[src/design/utf8_accent_folder_assert.svh]
// assertion helpers shared by the folder modules
`ifndef UTF8_ACCENT_FOLDER_ASSERT_SVH
`define UTF8_ACCENT_FOLDER_ASSERT_SVH

// plain property, sampled on the rising clock edge, off during reset
`define U8AF_ASSERT(label, prop, msg) \
   label: assert property (@(posedge clock) disable iff (reset) (prop)) else $error(msg);

// implication: when ante holds, cons must hold in the same cycle
`define U8AF_ASSERT_IMP(label, ante, cons, msg) \
   label: assert property (@(posedge clock) disable iff (reset) (ante) |-> (cons)) \
      else $error(msg);

`endif

[src/design/u8af_pkg.sv]
`timescale 1ns / 1ps
`default_nettype none

package u8af_pkg;

   localparam logic [7:0] LEAD_BYTE   = 8'hC3;
   localparam logic [7:0] CONT_MASK   = 8'hC0;
   localparam logic [7:0] CONT_TAG    = 8'h80;
   localparam logic [7:0] CASE_OFFSET = 8'h20;
   localparam logic [7:0] NO_LETTER   = 8'h00;

   // uppercase base letter by the low five bits of the continuation byte
   localparam logic [7:0] FOLD_UPPER [32] = '{
      8'h41, 8'h41, 8'h41, 8'h41, 8'h41, 8'h00, 8'h00, 8'h43,
      8'h45, 8'h45, 8'h45, 8'h00, 8'h49, 8'h49, 8'h49, 8'h00,
      8'h00, 8'h00, 8'h4F, 8'h4F, 8'h4F, 8'h4F, 8'h4F, 8'h00,
      8'h00, 8'h55, 8'h55, 8'h55, 8'h00, 8'h00, 8'h00, 8'h00
   };

   // one word out, or the held lead byte followed by the word
   typedef enum logic {
      OP_ONE,
      OP_PAIR
   } op_kind_type;

   typedef struct packed {
      op_kind_type kind;
      logic [7:0]  data;
      logic        last;
   } fold_op_type;

   function automatic logic [7:0] fold_second(input logic [7:0] b);
      logic [7:0] base;
      base = FOLD_UPPER[b[4:0]];
      if ((b & CONT_MASK) != CONT_TAG) begin
         base = NO_LETTER;
      end else if (base != NO_LETTER && b[5]) begin
         base = base + CASE_OFFSET;
      end
      return base;
   endfunction

endpackage

`default_nettype wire

[src/design/u8af_req_if.sv]
`timescale 1ns / 1ps
`default_nettype none

interface u8af_req_if;
   logic       valid;
   logic       ready;
   logic [7:0] in_byte;
   logic       in_last;

   modport source (output valid, output in_byte, output in_last, input ready);
   modport sink (input valid, input in_byte, input in_last, output ready);
endinterface

`default_nettype wire

[src/design/u8af_rsp_if.sv]
`timescale 1ns / 1ps
`default_nettype none

interface u8af_rsp_if;
   logic       valid;
   logic       ready;
   logic [7:0] out_byte;
   logic       out_last;

   modport source (output valid, output out_byte, output out_last, input ready);
   modport sink (input valid, input out_byte, input out_last, output ready);
endinterface

`default_nettype wire

[src/design/utf8_accent_folder.sv]
`timescale 1ns / 1ps
`default_nettype none

// Folds two-byte UTF-8 accented Latin letters (lead byte 0xC3 followed by one of
// 40 continuation bytes for a, c, e, i, o, u with accent, either case) into the
// plain ASCII letter; every other byte passes through unchanged, a 0xC3 that
// forms no letter is sent on as is, and a 0xC3 pending at a last word is
// flushed. One request word is accepted per cycle while the queue is not full.
// A word that completes a letter or passes through gives one response word; a
// held lead byte and a non-letter give two, but a new non-last lead byte sends
// the old lead alone and is held in turn. Sustained rate is set by the response
// output register; the QUEUE_DEPTH-entry queue between classifier and emitter
// absorbs short bursts of two-word results and response stalls.
module utf8_accent_folder
   import u8af_pkg::*;
#(
   parameter int QUEUE_DEPTH = 4
) (
   input  wire logic  clock,
   input  wire logic  reset,
   u8af_req_if.sink   req_ch,
   u8af_rsp_if.source rsp_ch
);

   logic        push;
   fold_op_type push_op;
   logic        pop;
   logic        queue_full;
   logic        queue_empty;
   fold_op_type head_op;

   u8af_front u_front (
      .clock      (clock),
      .reset      (reset),
      .req        (req_ch),
      .queue_full (queue_full),
      .push       (push),
      .push_op    (push_op)
   );

   u8af_queue #(
      .DEPTH (QUEUE_DEPTH)
   ) u_queue (
      .clock   (clock),
      .reset   (reset),
      .push    (push),
      .push_op (push_op),
      .pop     (pop),
      .full    (queue_full),
      .empty   (queue_empty),
      .head_op (head_op)
   );

   u8af_back u_back (
      .clock   (clock),
      .reset   (reset),
      .empty   (queue_empty),
      .head_op (head_op),
      .pop     (pop),
      .rsp     (rsp_ch)
   );

endmodule

`default_nettype wire

[src/design/u8af_front.sv]
`timescale 1ns / 1ps
`default_nettype none

module u8af_front
   import u8af_pkg::*;
(
   input  wire logic  clock,
   input  wire logic  reset,
   u8af_req_if.sink   req,
   input  wire logic  queue_full,
   output logic       push,
   output fold_op_type push_op
);

   logic       lead_ff;
   logic       lead_in;
   logic       accept;
   logic       is_lead;
   logic [7:0] letter;

   assign req.ready = !queue_full;
   assign accept    = req.valid && !queue_full;

   always_comb begin
      letter  = fold_second(req.in_byte);
      is_lead = (req.in_byte == LEAD_BYTE);
      push    = 1'b0;
      push_op = '{kind: OP_ONE, data: req.in_byte, last: req.in_last};
      lead_in = lead_ff;
      if (accept) begin
         priority if (lead_ff && letter != NO_LETTER) begin
            push         = 1'b1;
            push_op.data = letter;
            lead_in      = 1'b0;
         end else if (lead_ff && is_lead && !req.in_last) begin
            // old lead goes out alone, new one is held
            push         = 1'b1;
            push_op.data = LEAD_BYTE;
            push_op.last = 1'b0;
            lead_in      = 1'b1;
         end else if (lead_ff) begin
            push         = 1'b1;
            push_op.kind = OP_PAIR;
            lead_in      = 1'b0;
         end else if (is_lead && !req.in_last) begin
            lead_in = 1'b1;
         end else begin
            push = 1'b1;
         end
      end
   end

   always_ff @(posedge clock) begin
      if (reset) begin
         lead_ff <= 1'b0;
      end else begin
         lead_ff <= lead_in;
      end
   end

endmodule

`default_nettype wire

[src/design/u8af_queue.sv]
`timescale 1ns / 1ps
`default_nettype none

`include "utf8_accent_folder_assert.svh"

module u8af_queue
   import u8af_pkg::*;
#(
   parameter int DEPTH = 4
) (
   input  wire logic         clock,
   input  wire logic         reset,
   input  wire logic         push,
   input  wire fold_op_type  push_op,
   input  wire logic         pop,
   output logic              full,
   output logic              empty,
   output fold_op_type       head_op
);

   localparam int AW = $clog2(DEPTH);
   localparam int CW = $clog2(DEPTH + 1);
   localparam logic [AW-1:0] LAST_SLOT = AW'(DEPTH - 1);
   localparam logic [CW-1:0] FULL_COUNT = CW'(DEPTH);

   fold_op_type   entries_ff [DEPTH];
   logic [AW-1:0] wr_ptr_ff, wr_ptr_in;
   logic [AW-1:0] rd_ptr_ff, rd_ptr_in;
   logic [CW-1:0] count_ff, count_in;

   assign full    = (count_ff == FULL_COUNT);
   assign empty   = (count_ff == '0);
   assign head_op = entries_ff[rd_ptr_ff];

   always_comb begin
      wr_ptr_in = wr_ptr_ff;
      rd_ptr_in = rd_ptr_ff;
      count_in  = count_ff;
      if (push) begin
         wr_ptr_in = (wr_ptr_ff == LAST_SLOT) ? '0 : wr_ptr_ff + 1'b1;
      end
      if (pop) begin
         rd_ptr_in = (rd_ptr_ff == LAST_SLOT) ? '0 : rd_ptr_ff + 1'b1;
      end
      unique case ({push, pop})
         2'b10:   count_in = count_ff + 1'b1;
         2'b01:   count_in = count_ff - 1'b1;
         default: count_in = count_ff;
      endcase
   end

   always_ff @(posedge clock) begin
      if (reset) begin
         wr_ptr_ff <= '0;
         rd_ptr_ff <= '0;
         count_ff  <= '0;
      end else begin
         wr_ptr_ff <= wr_ptr_in;
         rd_ptr_ff <= rd_ptr_in;
         count_ff  <= count_in;
      end
   end

   always_ff @(posedge clock) begin
      if (push) begin
         entries_ff[wr_ptr_ff] <= push_op;
      end
   end

   `U8AF_ASSERT(a_count_bound, count_ff <= FULL_COUNT, "queue count over depth")
   `U8AF_ASSERT_IMP(a_no_overflow, push, !full, "push into full queue")
   `U8AF_ASSERT_IMP(a_no_underflow, pop, !empty, "pop from empty queue")

endmodule

`default_nettype wire

[src/design/u8af_back.sv]
`timescale 1ns / 1ps
`default_nettype none

`include "utf8_accent_folder_assert.svh"

module u8af_back
   import u8af_pkg::*;
(
   input  wire logic        clock,
   input  wire logic        reset,
   input  wire logic        empty,
   input  wire fold_op_type head_op,
   output logic             pop,
   u8af_rsp_if.source       rsp
);

   logic       valid_ff, valid_in;
   logic [7:0] byte_ff, byte_in;
   logic       last_ff, last_in;
   logic       phase_ff, phase_in;
   logic       slot_free;

   assign slot_free    = !valid_ff || rsp.ready;
   assign rsp.valid    = valid_ff;
   assign rsp.out_byte = byte_ff;
   assign rsp.out_last = last_ff;

   always_comb begin
      pop      = 1'b0;
      valid_in = valid_ff;
      byte_in  = byte_ff;
      last_in  = last_ff;
      phase_in = phase_ff;
      if (slot_free) begin
         valid_in = !empty;
         if (!empty) begin
            if (head_op.kind == OP_PAIR && !phase_ff) begin
               // held lead byte first, keep the entry for the second word
               byte_in  = LEAD_BYTE;
               last_in  = 1'b0;
               phase_in = 1'b1;
            end else begin
               byte_in  = head_op.data;
               last_in  = head_op.last;
               phase_in = 1'b0;
               pop      = 1'b1;
            end
         end
      end
   end

   always_ff @(posedge clock) begin
      if (reset) begin
         valid_ff <= 1'b0;
         phase_ff <= 1'b0;
      end else begin
         valid_ff <= valid_in;
         phase_ff <= phase_in;
      end
   end

   always_ff @(posedge clock) begin
      byte_ff <= byte_in;
      last_ff <= last_in;
   end

   `U8AF_ASSERT_IMP(a_phase_on_pair, phase_ff, !empty && head_op.kind == OP_PAIR,
      "second half pending without a pair entry")
   `U8AF_ASSERT_IMP(a_lead_not_last, phase_ff, valid_ff && !last_ff,
      "lead byte of a pair marked last")

endmodule

`default_nettype wire
[src/flat_wrapper.sv]
// flat-port wrapper written by rule: the top's interface ports become plain ports
module utf8_accent_folder_flat import u8af_pkg::*;
#(
   parameter int QUEUE_DEPTH = 4
)
  (clock, reset, req_ch_valid, req_ch_in_byte, req_ch_in_last, req_ch_ready, rsp_ch_valid, rsp_ch_out_byte, rsp_ch_out_last, rsp_ch_ready);
  u8af_req_if req_ch_i ();
  u8af_rsp_if rsp_ch_i ();
  input  wire logic clock;
  input  wire logic reset;
  input wire logic [$bits(req_ch_i.valid)-1:0] req_ch_valid;
  input wire logic [$bits(req_ch_i.in_byte)-1:0] req_ch_in_byte;
  input wire logic [$bits(req_ch_i.in_last)-1:0] req_ch_in_last;
  output wire logic [$bits(req_ch_i.ready)-1:0] req_ch_ready;
  output wire logic [$bits(rsp_ch_i.valid)-1:0] rsp_ch_valid;
  output wire logic [$bits(rsp_ch_i.out_byte)-1:0] rsp_ch_out_byte;
  output wire logic [$bits(rsp_ch_i.out_last)-1:0] rsp_ch_out_last;
  input wire logic [$bits(rsp_ch_i.ready)-1:0] rsp_ch_ready;
  assign req_ch_i.valid = req_ch_valid;
  assign req_ch_i.in_byte = req_ch_in_byte;
  assign req_ch_i.in_last = req_ch_in_last;
  assign req_ch_ready = req_ch_i.ready;
  assign rsp_ch_valid = rsp_ch_i.valid;
  assign rsp_ch_out_byte = rsp_ch_i.out_byte;
  assign rsp_ch_out_last = rsp_ch_i.out_last;
  assign rsp_ch_i.ready = rsp_ch_ready;
  utf8_accent_folder #(.QUEUE_DEPTH(QUEUE_DEPTH)) u_core (.clock(clock), .reset(reset), .req_ch(req_ch_i), .rsp_ch(rsp_ch_i));
endmodule
[config.mk]
export PLATFORM = sky130hd
export DESIGN_NAME = utf8_accent_folder_flat
export DESIGN_NICKNAME = d
export VERILOG_FILES = /design/src/design/u8af_pkg.sv /design/src/design/u8af_req_if.sv /design/src/design/u8af_rsp_if.sv /design/src/design/utf8_accent_folder.sv /design/src/design/u8af_front.sv /design/src/design/u8af_queue.sv /design/src/design/u8af_back.sv /design/src/flat_wrapper.sv
export VERILOG_INCLUDE_DIRS = /design/src /design/src/design
export SDC_FILE = /design/constraint.sdc
export NUM_CORES = 1
export LEC_CHECK = 0
export BUFFER_PORTS_ARGS = -buffer_cell sky130_fd_sc_hd__buf_2
export CAP_MARGIN = 0
export CORE_MARGIN = 8
export CORE_UTILIZATION = 50
export DETAILED_ROUTE_END_ITERATION = 12
export PLACE_DENSITY_LB_ADDON = 0.3
export SETUP_SLACK_MARGIN = 0.5
export SLEW_MARGIN = 0
export SYNTH_ARGS = -nofsm -noshare
export SYNTH_HDL_FRONTEND = slang
export SYNTH_SLANG_ARGS = --single-unit
[constraint.sdc]
create_clock -name clock -period 6.8 [get_ports clock]
set_input_delay 0 -clock clock [delete_from_list [all_inputs] [get_ports clock]]
set_output_delay 0 -clock clock [all_outputs]
set_load 0.02 [all_outputs]
==> impl_metrics.tcl, run 1 <==
set metrics [dict create \
    maxCapViolCount 0 \
    syn-cell-area_um2 2800 \
    p_leak_nw 1.18 \
    clkSinkCount 61 \
    synth_top_area_share_pct 52.6 \
    num_vias 1562 \
    insertion_delay_ns 0.33 \
    hp-start "req_ch_in_byte[6]" \
    grtUsageTotal_pct 11.5 \
    hold_viol_final 0 \
    dp_slack_ns 3.92 \
    nets 247 \
    die_y_um 90.8 \
    antenna_found_initial 0 \
    layout-drive-gt1-share_pct 19.2 \
    fillers 431 \
    hold_depth 2 \
    grt_pass1_vias 1527 \
    p_per_area_nw_per_um2 363 \
    worst_pin_slew_ns 1.10 \
    period_share_pct 42.1 \
    via_per_inst 5.19 \
    fp.dieArea_um2 8240 \
    layout_commonest_cell "edfxtp_1" \
    startpoint_type "flop" \
    async_flop_share_pct 0 \
    reg2regPathDepth 9 \
    min_to "u_core.u_queue.entries_ff[1][7]" \
    cts_made_buffers 9 \
    hp-class "in -> reg" \
    synth_cell_types 43 \
    final_core_util_pct 58.3 \
    path_max_fanout 10 \
    crit_required_ns 7.06 \
    finalPower_mw 1.15 \
    slew-limit-headroom_pct 26.3 \
    crit_type "reg -> reg" \
    port_buffers 23 \
    dp_hpwl_mm 3.13 \
    routedWlPerCell_um 15.0 \
    num_rows 27 \
    r2r_setup_slack_ns 3.93 \
    max_freq_ghz 0.349 \
    globalplace.congestion 0.750 \
    clkTransAtPathRegs_ns 0.06 \
    finClkSkew_ns 0.00702 \
    arrival_ns 3.12 \
    drc_errors 0 \
    tritoncts "yes" \
    yosys_warnings 0 \
    synth.avg_cell_area_um2 14.4 \
    num_io_pins 24 \
    syn-instance-count 194 \
    synth_area_leaders "edfxtp_1 (53%), dfxtp_1 (8.6%), mux4_1 (8.5%)" \
    root_buffer "clkbuf_8" \
    route.antenna.remaining_nets 0 \
    grt_start_max_net_pins 12 \
    wirelength_mm 4.51 \
    fin_tns_setup_ns 0 \
    drtIter0Drc 101 \
    cts_max_level 3 \
    period_needed_ns 2.87 \
    synth_edf_count 49 \
    endpoint_kind "flop" \
    multi_input_area_um2 996 \
    timing.rr.end "u_core.u_queue.count_ff[2]" \
    slew_viol_final 0 \
    whs_ns 0.0455 \
    grt_pass1_wl_mm 7.31 \
    overflow 0 \
    synth_top_flop_cell "edfxtp_1" \
    fin_ws_ns 3.93 \
    antennaDiodeCount 0 \
    regArea_um2 1710 \
    synth_top_area_cell "edfxtp_1" \
    start_util_pct 51.4 \
    synth.yosys.seq_area_share_pct 61.2 \
    dr.pass1.iters 4 \
    clock_path_buffers 2 \
    outcome "finished clean" \
    core_um2 5440 \
    yosys_register_bits 61 \
    setup_viol 0 \
    syn-num-nets 217 \
    rsz0062_at_grt "no" \
    synthToLayoutAreaGrowth_pct 13.4 \
    die_w_um 90.8 \
    peakVddDrop_v 0.000161 \
    mostFrequentLayoutCells "edfxtp_1 (49), buf_2 (23), nor2_1 (19), dfxtp_1 (12), clkbuf_8 (11)" \
]
[state kept, by name (all words and copies together), names as in the netlist, named ones only]
register and flops:
u_core.u_queue.entries_ff 40, u_core.u_queue.count_ff 3, u_core.u_back.rsp.out_byte 8, u_core.u_front.lead_ff 1
u_core.u_back.rsp.valid 1, u_core.u_queue.wr_ptr_ff 2, u_core.u_queue.rd_ptr_ff 2, u_core.u_back.phase_ff 1
u_core.u_back.rsp.out_last 1
[synth_stat cells (all sizes together), types with 3 or more instances]
| library cell | n |
|---|---|
| and2b | 5 |
| ha | 9 |
| buf | 5 |
| nand2 | 7 |
| a21oi | 8 |
| nand2b | 8 |
| mux2i | 5 |
| edfxtp | 49 |
| clkbuf | 4 |
| dfxtp | 12 |
| inv | 9 |
| nor2 | 20 |
| mux4 | 10 |
| and2 | 6 |
| a211oi | 3 |
| or2 | 4 |
[metal layers]
metal / up-vias / GRT usage (%) / wire (µm)
met5: - / 0 / 0
met4: 0 / 4.50 / 51
met3: 4 / 5.49 / 224
met2: 39 / 17.6 / 2080
met1: 737 / 13.6 / 2150
li1: 782 / - / -
[critical path, stage by stage (launching register included)]
cell and delay [ns]:
dfxtp_1 0.66, mux4_2 0.59, nor2b_4 0.18, nor2_8 0.13, ha_1 0.19, inv_1 0.06
fa_1 0.38, xor2_1 0.16, or3_1 0.30, a21oi_1 0.14
[cell families (layout without fill, tap and decap cells)]
logic type	after synthesis	count (layout)	synth area share [%]
AO/OA/AOI/OAI	23	23	5.42
XOR/XNOR	2	2	0.627
adder cells (fa/ha/maj)	10	10	4.74
buffers and inverters	18	53	3.13
flip-flops	61	61	61.2
multiplexers	15	15	11.1
AND/OR/NAND/NOR	65	65	13.8
[power by group]
group / switching [mW] / internal (mW) / total (mW)
logic: 0.191 / 0.141 / 0.333
clock network: 0.126 / 0.151 / 0.277
registers: 0.0391 / 0.501 / 0.541
total: 0.356 / 0.794 / 1.15
[layout make-up]
type	count	area share (%)
Timing Repair Buffer	28	5.21
Tap cell	72	2.84
Inverter	9	1.07
Multi-Input combinational cell	115	31.4
Clock buffer	14	5.13
Clock inverter	2	0.316
Sequential cell	61	54.0
[through the flow]
stage / instance area (µm²) / instances
after floorplan: 2800 / 194
after global placement: 2950 / 280
after detailed placement: 2950 / 280
after CTS: 3170 / 301
after global routing: 3170 / 301
final: 3170 / 301
[worst max-delay path by stage]
stage               from                          to  slack [ns]
floorplan           flop  u_core.u_queue.count_ff[2]        4.24
global placement    flop  u_core.u_queue.count_ff[2]        3.98
detailed placement  flop  u_core.u_queue.count_ff[2]        3.92
CTS                 flop  u_core.u_queue.count_ff[2]        3.89
global route        flop  u_core.u_queue.count_ff[2]        3.75
finish              flop  u_core.u_queue.count_ff[2]        3.93
[repair_timing]
item                                   4_1_cts  5_1_grt
setup endpoints to repair                    0        0
buffers inserted                             0        0
resized for setup                            0        0
hold buffers                                 5        0
endpoints found under the hold margin       16        0
No activity file was read; power rests on OpenSTA's default activity.
==> inputs of run 2 (changes only) <==
- clock period: 6.8 -> 2.95 ns (I/O delays scaled with it)
==> run 2 against run 1 <==
Sequential share of layout area fell by 0.53 points. Critical path type unchanged. Via count grew 1.2%. Setup slack got worse by 3.3 ns. Design area grew 1.1%. Clock-buffer cell count down 2.
==> impl_metrics.tcl, run 2 (synthesized netlist as in run 1, its figures left out) <==
set metrics [dict create \
    outcome "finished clean" \
    p_leak_nw 1.20 \
    wirelength_mm 4.53 \
    multi_input_area_um2 1020 \
    overflow 0 \
    maxCapViolCount 0 \
    setup_viol 0 \
    grt_pass1_vias 1657 \
    rsz0062_at_grt "no" \
    slew-limit-headroom_pct 64.9 \
    fin_tns_setup_ns 0 \
    regArea_um2 1710 \
    drtIter0Drc 65 \
    clkTransAtPathRegs_ns 0.06 \
    port_buffers 23 \
    antenna_found_initial 0 \
    path_max_fanout 3 \
    hp-start "req_ch_in_byte[6]" \
    arrival_ns 2.56 \
    finalPower_mw 2.65 \
    r2r-start "u_core.u_queue.entries_ff[2][9]" \
    tritoncts "yes" \
    routedWlPerCell_um 14.9 \
    nets 251 \
    crit_type "reg -> reg" \
    num_vias 1581 \
    peakVddDrop_v 0.000603 \
    layout-drive-gt1-share_pct 23.3 \
    clkSinkCount 61 \
    startpoint_type "flop" \
    final_core_util_pct 58.9 \
    cts_made_buffers 9 \
    fillers 440 \
    cp-startpoint "u_core.u_queue.entries_ff[2][9]" \
    start_util_pct 51.4 \
    largest_reg_flops 40 \
    die_y_um 90.8 \
    regMostFlops "u_core.u_queue.entries_ff" \
    mostFrequentLayoutCells "edfxtp_1 (49), buf_2 (23), nor2_1 (19), dfxtp_1 (10)" \
    layout_commonest_cell "edfxtp_1" \
    dp_hpwl_mm 3.25 \
    grt_pass1_wl_mm 7.75 \
    dr.pass1.iters 5 \
    fp.dieArea_um2 8240 \
    worst_pin_slew_ns 0.523 \
    root_buffer "clkbuf_8" \
    p_per_area_nw_per_um2 827 \
    globalplace.congestion 0.838 \
    finClkSkew_ns 0.00665 \
    hp-class "in -> reg" \
    crit_required_ns 3.20 \
    whs_ns 0.0407 \
    hold_viol_final 0 \
    num_rows 27 \
    clock_path_buffers 2 \
    dpl.cell_count 283 \
    grtUsageTotal_pct 12.0 \
    cts_max_level 3 \
    num_io_pins 24 \
    max_freq_ghz 0.433 \
    period_share_pct 78.4 \
    route.antenna.remaining_nets 0 \
    endpoint_kind "flop" \
    die_w_um 90.8 \
    insertion_delay_ns 0.32 \
    period_needed_ns 2.31 \
    drc_errors 0 \
    stdcell_count 304 \
    antennaDiodeCount 0 \
    via_per_inst 5.20 \
    synthToLayoutAreaGrowth_pct 14.7 \
    slew_viol_final 0 \
    core_um2 5440 \
    grt_start_max_net_pins 12 \
]
-- run 2: final timing paths --
kind | to | slack, ns | depth (start not counted)
max | u_core.u_queue.count_ff[2] | 0.64 | 9
min | u_core.u_queue.entries_ff[2][7] | 0.04 | 2
max reg2reg | u_core.u_queue.count_ff[2] | 0.64 | 9
min reg2reg | u_core.u_queue.count_ff[2] | 0.51 | 2
-- run 2: stage by stage --
stage,area [µm²],setup slack [ns]
2_1_floorplan,2810,0.515
3_3_place_gp,2990,0.580
3_5_place_dp,2990,0.507
4_1_cts,3190,0.531
5_1_grt,3210,0.525
6_report,3210,0.639
-- run 2: area by class of cell --
| class | count | area share [%] |
|---|---|---|
| clock buffers | 12 | 4.22 |
| clock inverters | 3 | 0.429 |
| inverters | 9 | 1.05 |
| multi-input cells | 115 | 31.9 |
| flip-flops and latches | 61 | 53.5 |
| well taps | 72 | 2.81 |
| repair buffers | 32 | 6.09 |
-- run 2: power by group --
part | switching, mW | internal, mW
combinational | 0.471 | 0.386
sequential | 0.0690 | 1.16
clock | 0.273 | 0.295
total | 0.812 | 1.84
-- run 2: critical path, cell delays in order, from the launching register on --
cell and delay (ns):
edfxtp_1 0.37, mux4_2 0.48, nor2b_4 0.16, nor2_8 0.13, ha_4 0.15, inv_1 0.04
fa_2 0.33, xor2_1 0.15, or3_1 0.30, a21oi_1 0.13
-- run 2: metal layers --
layer | wire length, µm | up-vias | GRT usage, %
li1 | - | 787 | -
met1 | 2090 | 744 | 13.5
met4 | 107 | 0 | 6.96
met3 | 229 | 11 | 4.32
met5 | 0 | - | 0
met2 | 2110 | 39 | 19.4
-- run 2: repair_timing --
| item | 4_1_cts | 5_1_grt |
|---|---|---|
| hold buffers | 5 | 0 |
| endpoints found under the hold margin | 16 | 0 |
| setup endpoints to repair | 1 | 1 |
| gates resized for setup | 1 | 5 |
| setup buffers | 0 | 1 |
==> inputs of run 3 (changes only) <==
- ABC_AREA: default -> 1
- clock period: 2.95 -> 2.05 ns (I/O delays scaled with it)
==> run 3 against run 2 <==
Sequential power is 43% higher. Cell count grew 24%. Critical path type unchanged. Highest routed layer unchanged. Largest cell class unchanged. Sequential share of layout area decreased by 3.2 points. Clock-buffer cell count shrank 2.
==> impl_metrics.tcl, run 3 <==
set metrics [dict create \
    hp-class "in -> reg" \
    rsz0062_at_grt "yes" \
    die_y_um 90.9 \
    syn-instance-count 258 \
    multi_input_area_um2 995 \
    root_buffer "clkbuf_8" \
    stdcell_count 377 \
    clkTransAtPathRegs_ns 0.06 \
    clkSinkCount 61 \
    whs_ns 0.0171 \
    grt.met2_usage_pct 21.9 \
    outcome "finished clean" \
    layout_commonest_cell "edfxtp_1" \
    placed_area_um2 3070 \
    r2r_setup_slack_ns 0.21 \
    path_cells "nor2_2 -> nor2_1 -> o21ai_2 -> o21ai_2 -> nand2_4 -> nand2_4 -> inv_4 -> ha_4 -> inv_4 -> fa_2 -> a21oi_2 -> o21ai_1 -> o21ai_1 -> a21oi_1" \
    yosys_warnings 0 \
    tritoncts "yes" \
    synth_area_leaders "edfxtp_1 (53%), dfxtp_1 (8.6%), nor2_1 (5.6%)" \
    cts_max_level 3 \
    muxShareOfSynthArea_pct 1.43 \
    hp-start "rsp_ch_ready" \
    layout-drive-gt1-share_pct 32.1 \
    timing.rr.end "u_core.u_queue.count_ff[2]" \
    drc_errors 0 \
    grt_pass1_vias 1879 \
    hold_depth 4 \
    dp_slack_ns 0.0756 \
    p_per_area_nw_per_um2 1280 \
    period_needed_ns 1.84 \
    synth_top_area_cell "edfxtp_1" \
    fin_ws_ns 0.212 \
    path_max_fanout 4 \
    arrival_ns 2.06 \
    slew_viol_final 0 \
    fp.dieArea_um2 8260 \
    grt-busiest-layer "met2" \
    port_buffers 23 \
    synth_cell_types 32 \
    dr.pass1.iters 4 \
    regMostFlops "u_core.u_queue.entries_ff" \
    fin_tns_setup_ns 0 \
    crit_required_ns 2.27 \
    clock_path_buffers 2 \
    p_leak_nw 1.37 \
    regArea_um2 1720 \
    async_flop_share_pct 0 \
    start_util_pct 51.2 \
    num_vias 1936 \
    synthSimpleGateAreaFrac_pct 16.1 \
    synthToLayoutAreaGrowth_pct 22.1 \
    route.antenna.remaining_nets 0 \
    num_io_pins 24 \
    dp_hpwl_mm 3.56 \
    wirelength_mm 5.36 \
    slowest_stage "dfxtp_4" \
    nets 324 \
    num_rows 27 \
    min_to "u_core.u_back.rsp.valid" \
    synth_top_area_share_pct 52.5 \
    via_per_inst 5.14 \
    ys_top_cells_by_count "edfxtp_1 (49), nor2_1 (42), inv_1 (26), nand2_1 (26), o21ai_0 (18)" \
    max_freq_ghz 0.544 \
    synth_top_flop_cell "edfxtp_1" \
    mostFrequentLayoutCells "edfxtp_1 (49), nor2_1 (39), nand2_1 (26), buf_2 (23), inv_1 (20)" \
    synth_compound_area_share_pct 10.4 \
    startpoint_type "flop" \
    slew-limit-headroom_pct 74.5 \
    synth_edf_count 49 \
    max_stage_delay_ns 0.37 \
    grtUsageTotal_pct 13.7 \
    design_area_um2 3420 \
    grt_start_max_net_pins 19 \
    worstPathBufferInverterCount 2 \
    period_share_pct 89.6 \
    yosys_register_bits 61 \
    grt_pass1_wl_mm 8.85 \
    endpoint_kind "flop" \
    yosys.area_share.xor_xnor_pct 0 \
    synth.yosys.seq_area_share_pct 61.1 \
    die_w_um 90.9 \
    maxCapViolCount 0 \
    drtIter0Drc 96 \
    synth.most_common_cell "edfxtp_1" \
    routedWlPerCell_um 14.2 \
    final_core_util_pct 62.6 \
    finalPower_mw 4.38 \
    cp_top_family "compound AO/OA/AOI/OAI gates" \
    core_um2 5470 \
    synth_fa_ha_area_share_pct 4.73 \
    cts_made_buffers 9 \
    use_met3_pct 3.08 \
    dpl.cell_count 354 \
    gr-usage-met1_pct 15.8 \
    syn-cell-area_um2 2800 \
    antennaDiodeCount 0 \
    largest_reg_flops 40 \
    synth_top_family_by_area "simple AND/OR/NAND/NOR gates" \
    finClkSkew_ns 0.00469 \
    syn-num-nets 281 \
    overflow 0 \
    reg2regPathDepth 14 \
    worst_pin_slew_ns 0.379 \
    synth.avg_cell_area_um2 10.9 \
    globalplace.congestion 0.875 \
    setup_viol 0 \
    peakVddDrop_v 0.000534 \
    hold_viol_final 0 \
    crit_type "reg -> reg" \
    fillers 427 \
    antenna_found_initial 0 \
    insertion_delay_ns 0.33 \
]
[run 3: cell count changes in the layout (fill, tap and decap cells not counted), moves of 7 or more]
| cell | change |
|---|---|
| nand2_1 | +19 |
| nand3_1 | +7 |
| nand2b_1 | -8 |
| mux4_1 | -9 |
| o21ai_1 | +8 |
| o21ai_0 | +13 |
| inv_2 | +9 |
| buf_4 | +10 |
| inv_1 | +12 |
| nor2_1 | +20 |
[run 3: cell type report]
cell class | count | share of cell area (%)
clock buffers | 10 | 3.73
flip-flops and latches | 61 | 50.3
multi-input cells | 155 | 29.1
inverters | 34 | 4.09
clock inverters | 5 | 2.92
well taps | 72 | 2.63
repair buffers | 40 | 7.31
[run 3: repair_timing]
item / CTS / global route
endpoints found under the hold margin: 9 / 0
pin swaps: 4 / 0
gates resized for setup: 16 / 5
buffers inserted: 5 / 0
endpoints found under the setup margin: 47 / 15
hold buffers: 3 / 0
[run 3: worst max path at each step]
stage / startpoint / endpoint / slack [ns] / cells after the start
6_report: flop / u_core.u_queue.count_ff[2] / 0.21 / 14
5_1_grt: flop / u_core.u_queue.count_ff[2] / 0.08 / 14
4_1_cts: flop / u_core.u_queue.count_ff[2] / 0.24 / 14
3_5_place_dp: flop / u_core.u_queue.count_ff[2] / 0.08 / 13
3_3_place_gp: flop / u_core.u_queue.count_ff[2] / 0.14 / 13
2_1_floorplan: u_core.u_back.rsp.valid / u_core.u_queue.count_ff[2] / 0.14 / 12
[run 3: logic make-up after synthesis]
family                     Yosys count
and+or+nand+nor                     93
adders and majority gates           10
DFF                                 61
muxes                                4
AOI/OAI and AO/OA                   48
buffers and inverters               42
[run 3: layer usage]
layer	vias to the layer above	routed length, µm
met2	66	2580
met5	-	0
met1	886	2310
li1	969	-
met3	15	315
met4	0	156
[run 3: worst reg2reg max path: cells and delay by family (launching register included)]
family / cells / cell delay [ns]
buf+inv: 2 / 0.10
compound gates: 6 / 0.51
flops: 1 / 0.37
simple gates: 4 / 0.28
fa+ha+maj: 2 / 0.48
[run 3: report_power, final]
part | switching [mW] | internal, mW
Sequential | 0.0975 | 1.67
Clock | 0.432 | 0.797
Combinational | 0.866 | 0.525
Total | 1.39 | 2.99
